[src/rtl/core/abpp_pkg.sv]
// Shared types, constants and helpers of the alpha blend pixel packer.
// No dependencies; every other file of the block imports this package.
`default_nettype none

package abpp_pkg;

    localparam int CFG_INDEX_W = 4;
    localparam int CFG_DATA_W  = 8;

    // Configuration register indexes
    localparam logic [CFG_INDEX_W-1:0] CFG_PIXEL_FORMAT   = 4'd0;
    localparam logic [CFG_INDEX_W-1:0] CFG_BYTE_LANE_MODE = 4'd1;
    localparam logic [CFG_INDEX_W-1:0] CFG_RED_OFFSET     = 4'd2;
    localparam logic [CFG_INDEX_W-1:0] CFG_GREEN_OFFSET   = 4'd3;
    localparam logic [CFG_INDEX_W-1:0] CFG_BLUE_OFFSET    = 4'd4;
    localparam logic [CFG_INDEX_W-1:0] CFG_RED_BITS       = 4'd5;
    localparam logic [CFG_INDEX_W-1:0] CFG_GREEN_BITS     = 4'd6;
    localparam logic [CFG_INDEX_W-1:0] CFG_BLUE_BITS      = 4'd7;

    // Pixel format codes; any other code packs as 32bpp
    localparam logic [1:0] FMT_16BPP = 2'd0;
    localparam logic [1:0] FMT_24BPP = 2'd1;
    localparam logic [1:0] FMT_32BPP = 2'd2;

    localparam logic [31:0] MASK_16BPP = 32'h0000_ffff;
    localparam logic [31:0] MASK_24BPP = 32'h00ff_ffff;

    // Dither phase loaded at the start of a row
    localparam logic [1:0] PHASE_ODD_ROW  = 2'd1;
    localparam logic [1:0] PHASE_EVEN_ROW = 2'd3;
    localparam logic [1:0] PHASE_TOGGLE   = 2'd3;

    typedef struct packed {
        logic [1:0] pixel_format;
        logic       byte_lane_mode;
        logic [4:0] red_offset;
        logic [4:0] green_offset;
        logic [4:0] blue_offset;
        logic [3:0] red_bits;
        logic [3:0] green_bits;
        logic [3:0] blue_bits;
    } cfg_t;

    // Clamp a field width to 1..8
    function automatic logic [3:0] eff_bits(input logic [3:0] n);
        logic [3:0] r;
        if (n == 4'd0)
            r = 4'd1;
        else if (n > 4'd8)
            r = 4'd8;
        else
            r = n;
        return r;
    endfunction

    // Extract an n-bit field at off and widen it to 8 bits (n is 1..8)
    function automatic logic [7:0] unpack_chan(input logic [31:0] word,
                                               input logic [4:0]  off,
                                               input logic [3:0]  n);
        logic [31:0] shifted;
        logic [7:0]  mask;
        logic [7:0]  field;
        logic [3:0]  sh;
        shifted = word >> off;
        sh      = 4'd8 - n;
        mask    = 8'hff >> sh;
        field   = shifted[7:0] & mask;
        return 8'(field << sh);
    endfunction

    // Byte of the word that a lane offset selects (offset / 8)
    function automatic logic [7:0] lane_byte(input logic [31:0] word,
                                             input logic [4:0]  off);
        logic [31:0] shifted;
        shifted = word >> {off[4:3], 3'b000};
        return shifted[7:0];
    endfunction

endpackage

`default_nettype wire

[src/rtl/core/abpp_blend.sv]
// One channel of the blender: (bg*(255-a) + c*a)/255, then an optional
// dither add that saturates at 255. Depends on abpp_pkg.
`default_nettype none

module abpp_blend
    import abpp_pkg::*;
(
    input  wire logic [7:0] bg,
    input  wire logic [7:0] color,
    input  wire logic [7:0] alpha,
    input  wire logic [2:0] dither,
    output logic      [7:0] result
);

    logic [15:0] prod;
    logic [16:0] quot_sum;
    logic [7:0]  quot;
    logic [8:0]  dith_sum;

    always_comb
    begin
        // Widen both factors so each product keeps all 16 bits
        prod = ({8'b0, bg} * {8'b0, 8'd255 - alpha}) + ({8'b0, color} * {8'b0, alpha});
        // Exact x/255 for x up to 255*255: (x + x/256 + 1) / 256
        quot_sum = {1'b0, prod} + {9'b0, prod[15:8]} + 17'd1;
        quot     = quot_sum[15:8];
        dith_sum = {1'b0, quot} + {6'b0, dither};
        result   = dith_sum[8] ? 8'hff : dith_sum[7:0];
    end

endmodule

`default_nettype wire
[config.mk]
export PLATFORM = sky130hd
export DESIGN_NAME = abpp_blend
export DESIGN_NICKNAME = d
export VERILOG_FILES = /design/src/rtl/core/abpp_pkg.sv /design/src/rtl/core/abpp_blend.sv
export SDC_FILE = /design/constraint.sdc
export NUM_CORES = 1
export LEC_CHECK = 0
export BUFFER_PORTS_ARGS = -buffer_cell sky130_fd_sc_hd__buf_2
export CORE_MARGIN = 2
export CORE_UTILIZATION = 60
export DETAILED_ROUTE_END_ITERATION = 7
export PLACE_DENSITY_LB_ADDON = 0.05
export SYNTH_ARGS = -nofsm -noshare
export SYNTH_HDL_FRONTEND = slang
export SYNTH_SLANG_ARGS = --single-unit
[constraint.sdc]
create_clock -name vclk -period 16.1
set_input_delay 0.805 -clock vclk [all_inputs]
set_output_delay 0.805 -clock vclk [all_outputs]
set_load 0.005 [all_outputs]
==> results.json, run 1 <==
{
  "outcome": "finished, final reports clean",
  "drt-initial-drc-count": 116,
  "setup_violations": 0,
  "yosys_warnings": 0,
  "synth_top_family_by_area": "adder cells",
  "hold_path.class": "in2out",
  "final_max_slew_viol_count": 0,
  "wl_per_cell_um": 15.1,
  "synth-simple-area-share": 0.215,
  "drtPass1Iterations": 4,
  "worst-path-buf-inv": 7,
  "grt_overflow": 0,
  "avgSynthCellArea_sq_um": 8.77,
  "arrival_ps": 9340,
  "rsz0062_at_grt": "false",
  "path_max_fanout": 16,
  "drc": 0,
  "relSlewSlack": 0.622,
  "finalHoldViolCount": 0,
  "path_delay_family": "adder cells",
  "port_buffers": 35,
  "drive_gt1_frac": 0.0981,
  "postRouteAntennaNets": 0,
  "io_pins": 35,
  "clkbuf_count": 0,
  "register_area_sq_um": 0,
  "nFillCells": 838,
  "setup_tns_ps": 0,
  "crit_path_end_kind": "primary output",
  "synth-xor-area-share": 0.0256,
  "core_sq_um": 8760,
  "area_growth_pct": 4.24,
  "route.met3.wl_um": 334,
  "drv_cap": 0,
  "antenna_cells": 0,
  "cp.required_ps": 15290,
  "synthCells": 620,
  "post_cts_buffers": 0,
  "max_freq_mhz": 98.5,
  "worst-setup-path-type": "in2out",
  "post_cts_resized": 0,
  "synth_area_sq_um": 5440,
  "multi_input_area_sq_um": 4810,
  "synth_top_area_frac": 0.357,
  "startpoint_type": "primary input",
  "cpMostUsedCell": "fa_1",
  "num_rows": 34,
  "ys_top_cells_by_area": "fa_1 (36%), ha_1 (16%), inv_1 (10%)",
  "synth.distinct_cells": 70,
  "initial_core_util": 0.620,
  "synth_area_leader_cell": "fa_1",
  "fp.dieW_um": 99.2,
  "die_height_um": 99.2,
  "fin_nets": 836,
  "grt_max_degree": 17,
  "grt_pass1_vias": 4383,
  "vias": 4114,
  "finalCritPeriodShare": 0.630,
  "synthAdderAreaFrac": 0.516,
  "top_layer": "met4",
  "met2_length_mm": 5.86,
  "synth_mux_area_frac": 0.00576,
  "antenna_found_initial": 0,
  "slowest_delay_ps": 540,
  "cp_slowest_cell": "fa_1",
  "synth_compound_area_frac": 0.121,
  "grt_util_all_layers": 0.253,
  "die_area_sq_um": 9840,
  "cts_hold_buf": 0,
  "synth_nets": 812,
  "place_congestion": 0.907,
  "grt_pass1_wl_mm": 20.6,
  "drt-total-wl_mm": 11.3,
  "drt-met1-wl_mm": 5.11,
  "ys_seq_area_frac": 0,
  "worst_pin_slew_ps": 553,
  "fin_crit_ps": 10150,
  "seq_cell_count": 0,
  "dp_hpwl_mm": 9.73,
  "avgViaCountPerCell": 5.49
}
## per-layer routing
metal  vias up  global-route usage
met2        59               0.464
met5         -                   0
li1       1990                   -
met3         2             0.00492
met1      2063               0.360
met4         0             0.00527
## cells in the final DEF, fill, tap and decap left out, types with 3 or more instances in the layout
cell type,count
o211a_1,4
a21o_1,6
a31oi_1,3
inv_1,146
o21a_1,3
nor3_1,3
nand3_1,4
nand2b_1,31
xnor2_1,8
and3_1,4
ha_1,68
buf_2,35
fa_1,97
a21oi_1,13
a211o_1,3
nor2b_1,40
o21ai_1,4
nor2_1,10
and2_1,50
nor3b_1,3
o21ai_0,10
nand2_1,35
xor2_1,6
## path summary, 6_finish.rpt
kind	slack [ps]	cells past startpoint	endpoint	start
max	5950	33	result[4]	alpha[2]
min	2000	4	result[0]	dither[0]
## cell usage after synthesis (3+ instances only)
cell,count
clkbuf_1,8
nor2b_1,40
nor3_1,3
a211o_1,3
fa_1,97
nor3b_1,3
nand3_1,4
buf_6,4
o21a_1,3
and2_1,50
inv_1,146
xnor2_1,8
o21ai_1,4
nand2_1,35
xor2_1,6
and3_1,4
a31oi_1,3
ha_1,68
nor2_1,10
nand2b_1,31
o211a_1,4
a21o_1,6
o21ai_0,10
a21oi_1,13
## logic make-up (layout without fill, tap and decap cells)
family,count (synthesis),in the layout
other,1,1
muxes,3,3
adders and majority gates,166,166
AOI/OAI and AO/OA,77,77
buffers and inverters,159,181
xor gates and xnor gates,15,15
and+or+nand+nor,199,199
## worst min-delay path, cell delays in order
cell and delay [ps]:
buf_2 80, ha_1 120, nand2b_1 90, buf_2 100
## metrics by stage
step / instance area [sq um] / hold WS (ps) / worst slack [ps] / instances / utilization
floorplan: 5440 / 1810 / 6730 / 620 / -
global placement: 5670 / 2000 / 6130 / 750 / 0.646
detailed placement: 5670 / 2000 / 6050 / 750 / 0.646
CTS: 5670 / 2000 / 5980 / 750 / 0.646
global route: 5670 / 2040 / 5320 / 750 / 0.646
finish: 5670 / 2000 / 5950 / 750 / 0.646
## cell type report
| type | instances | share of cell area |
|---|---|---|
| tap | 108 | 0.0239 |
| multi-input combinational | 461 | 0.848 |
| timing repair buffer | 35 | 0.0309 |
| inverter | 146 | 0.0967 |
Power of run 1 is left out: the tool's default activity adds up to more than one toggle a clock period on the data nets, which glitch-free logic cannot reach.
==> inputs of run 2 (changes only) <==
--- a/config.mk
+++ b/config.mk
@@ -5,9 +5,10 @@
 export SDC_FILE = /design/constraint.sdc
 export NUM_CORES = 1
 export LEC_CHECK = 0
+export ABC_AREA = 1
 export BUFFER_PORTS_ARGS = -buffer_cell sky130_fd_sc_hd__buf_2
 export CORE_MARGIN = 2
-export CORE_UTILIZATION = 60
+export CORE_UTILIZATION = 59
 export DETAILED_ROUTE_END_ITERATION = 7
 export PLACE_DENSITY_LB_ADDON = 0.05
 export SYNTH_ARGS = -nofsm -noshare
==> constraint.sdc (replaced) <==
create_clock -name vclk -period 8.5
set_input_delay 0.425 -clock vclk [all_inputs]
set_output_delay 0.425 -clock vclk [all_outputs]
set_load 0.005 [all_outputs]
==> run 2 against run 1 <==
Area after synthesis is 6.4% higher. Sequential share of layout area stayed put. Global-route usage is 3.6 points higher. Worst hold slack worse by 730 ps. Die area is 7.9% higher. Synthesized cell count is 37% higher. Wire length is 22% higher. Via count is 22% higher. Core utilization is 0.54 points higher. Final area is 11% higher.
==> results.json, run 2 <==
{
  "outcome": "finished, final reports clean",
  "arrival_ps": 7620,
  "setup_violations": 0,
  "drv_cap": 0,
  "wl_per_cell_um": 13.6,
  "drt-total-wl_mm": 13.8,
  "path_max_fanout": 15,
  "use_met1": 0.445,
  "dp_hpwl_mm": 12.4,
  "antenna_cells": 0,
  "grt_pass1_vias": 5056,
  "drt-initial-drc-count": 303,
  "synth_nets": 1043,
  "postRouteAntennaNets": 0,
  "mostFrequentLayoutCell": "inv_1",
  "avgSynthCellArea_sq_um": 6.79,
  "grt_max_degree": 16,
  "fin_crit_ps": 8040,
  "antenna_found_initial": 0,
  "seq_cell_count": 0,
  "synth_area_sq_um": 5780,
  "cp_slowest_cell": "fa_1",
  "die_height_um": 103,
  "drc": 0,
  "fin_nets": 1075,
  "finalCritPeriodShare": 0.946,
  "core_sq_um": 9640,
  "avgViaCountPerCell": 4.93,
  "clkbuf_count": 0,
  "synthCells": 851,
  "finalHoldViolCount": 0,
  "busiest_layer": "met2",
  "grt_overflow": 0,
  "final_util": 0.652,
  "slowest_delay_ps": 550,
  "max_freq_mhz": 124,
  "grt_util_all_layers": 0.289,
  "num_rows": 36,
  "grt_pass1_wl_mm": 24.1,
  "register_area_sq_um": 0,
  "final_max_slew_viol_count": 0,
  "synth_common_cells": "inv_1 (270), nand2_1 (207), fa_1 (97), ha_1 (68), nor2_1 (59)",
  "yosys_warnings": 0,
  "setup_tns_ps": 0,
  "area_growth_pct": 8.68,
  "nFillCells": 953,
  "met3_usage": 0.0285,
  "fp.dieW_um": 103,
  "drtPass1Iterations": 5,
  "synth_top_area_frac": 0.336,
  "cp.required_ps": 8080,
  "cpMostUsedCell": "inv_1",
  "die_area_sq_um": 10600,
  "io_pins": 35,
  "worst-setup-path-type": "in2out",
  "vias": 5002,
  "place_congestion": 0.925,
  "crit_path_end_kind": "primary output",
  "synth_area_leader_cell": "fa_1",
  "hold_path.class": "in2out",
  "port_buffers": 35,
  "drive_gt1_frac": 0.150,
  "final_cell_mix": "inv_1 (264), nand2_1 (203), fa_1 (96), ha_1 (61), nor2_1 (53)",
  "synth.distinct_cells": 32,
  "ys_top_cells_by_area": "fa_1 (34%), inv_1 (18%), ha_1 (15%)",
  "use_met2": 0.461,
  "ys_seq_area_frac": 0,
  "yosysMostFrequentCell": "inv_1",
  "initial_core_util": 0.600,
  "startpoint_type": "primary input"
}
run 2: worst paths after layout:
check,cells after the start,end,start,slack [ps]
setup / recovery,38,result[2],alpha[4],460
hold / removal,5,result[0],dither[0],1270
run 2: area by class of cell:
cell class         count  area [sq um]  area share
multi-input cells    559          4800       0.763
repair buffers        47           280      0.0446
well taps            133           166      0.0265
inverters            275          1040       0.165
run 2: stage by stage:
step / hold slack, ps / cells / instance area, sq um / setup slack (ps)
final: 1270 / 1014 / 6280 / 457
after global routing: 1310 / 1014 / 6280 / -12.6
after global placement: 1270 / 1012 / 6130 / 143
after floorplan: 1040 / 851 / 5780 / 719
after detailed placement: 1260 / 1012 / 6130 / -24.3
after CTS: 1270 / 1012 / 6140 / 51.5
run 2: repair_timing:
| action | 4_1_cts | 5_1_grt |
|---|---|---|
| setup endpoints to repair | 7 | 8 |
| cloned | 0 | 0 |
| hold endpoints to repair | 0 | 0 |
| buffers inserted | 0 | 2 |
| gates resized for setup | 2 | 41 |
| pin swaps | 1 | 10 |
| hold buffers | 0 | 0 |
run 2: cell families (layout without fill, tap and decap cells):
group,count (synthesis),count (layout),share of synthesized area
AND/OR/NAND/NOR,364,364,0.288
adder cells (fa/ha/maj),165,165,0.483
buffers and inverters,292,322,0.190
XOR/XNOR,13,13,0.0229
other,1,1,0.000649
AO/OA/AOI/OAI,16,16,0.0156
run 2: worst max-delay path: cells and delay by family:
family / cells / cell delay [ps]
AO/OA/AOI/OAI: 3 / 280
XOR/XNOR: 2 / 410
adder cells (fa/ha/maj): 9 / 3950
buffers and inverters: 9 / 870
AND/OR/NAND/NOR: 15 / 1660
run 2: routing by layer:
metal  routed length (um)  part of all wire  vias up
met5                    0                 0        -
met4                  146             0.011        0
met3                 1020             0.074       12
met2                 6110              0.44      165
met1                 6530              0.47     2335
li1                     -                 -     2490
Power of run 2 is left out for the same reason.
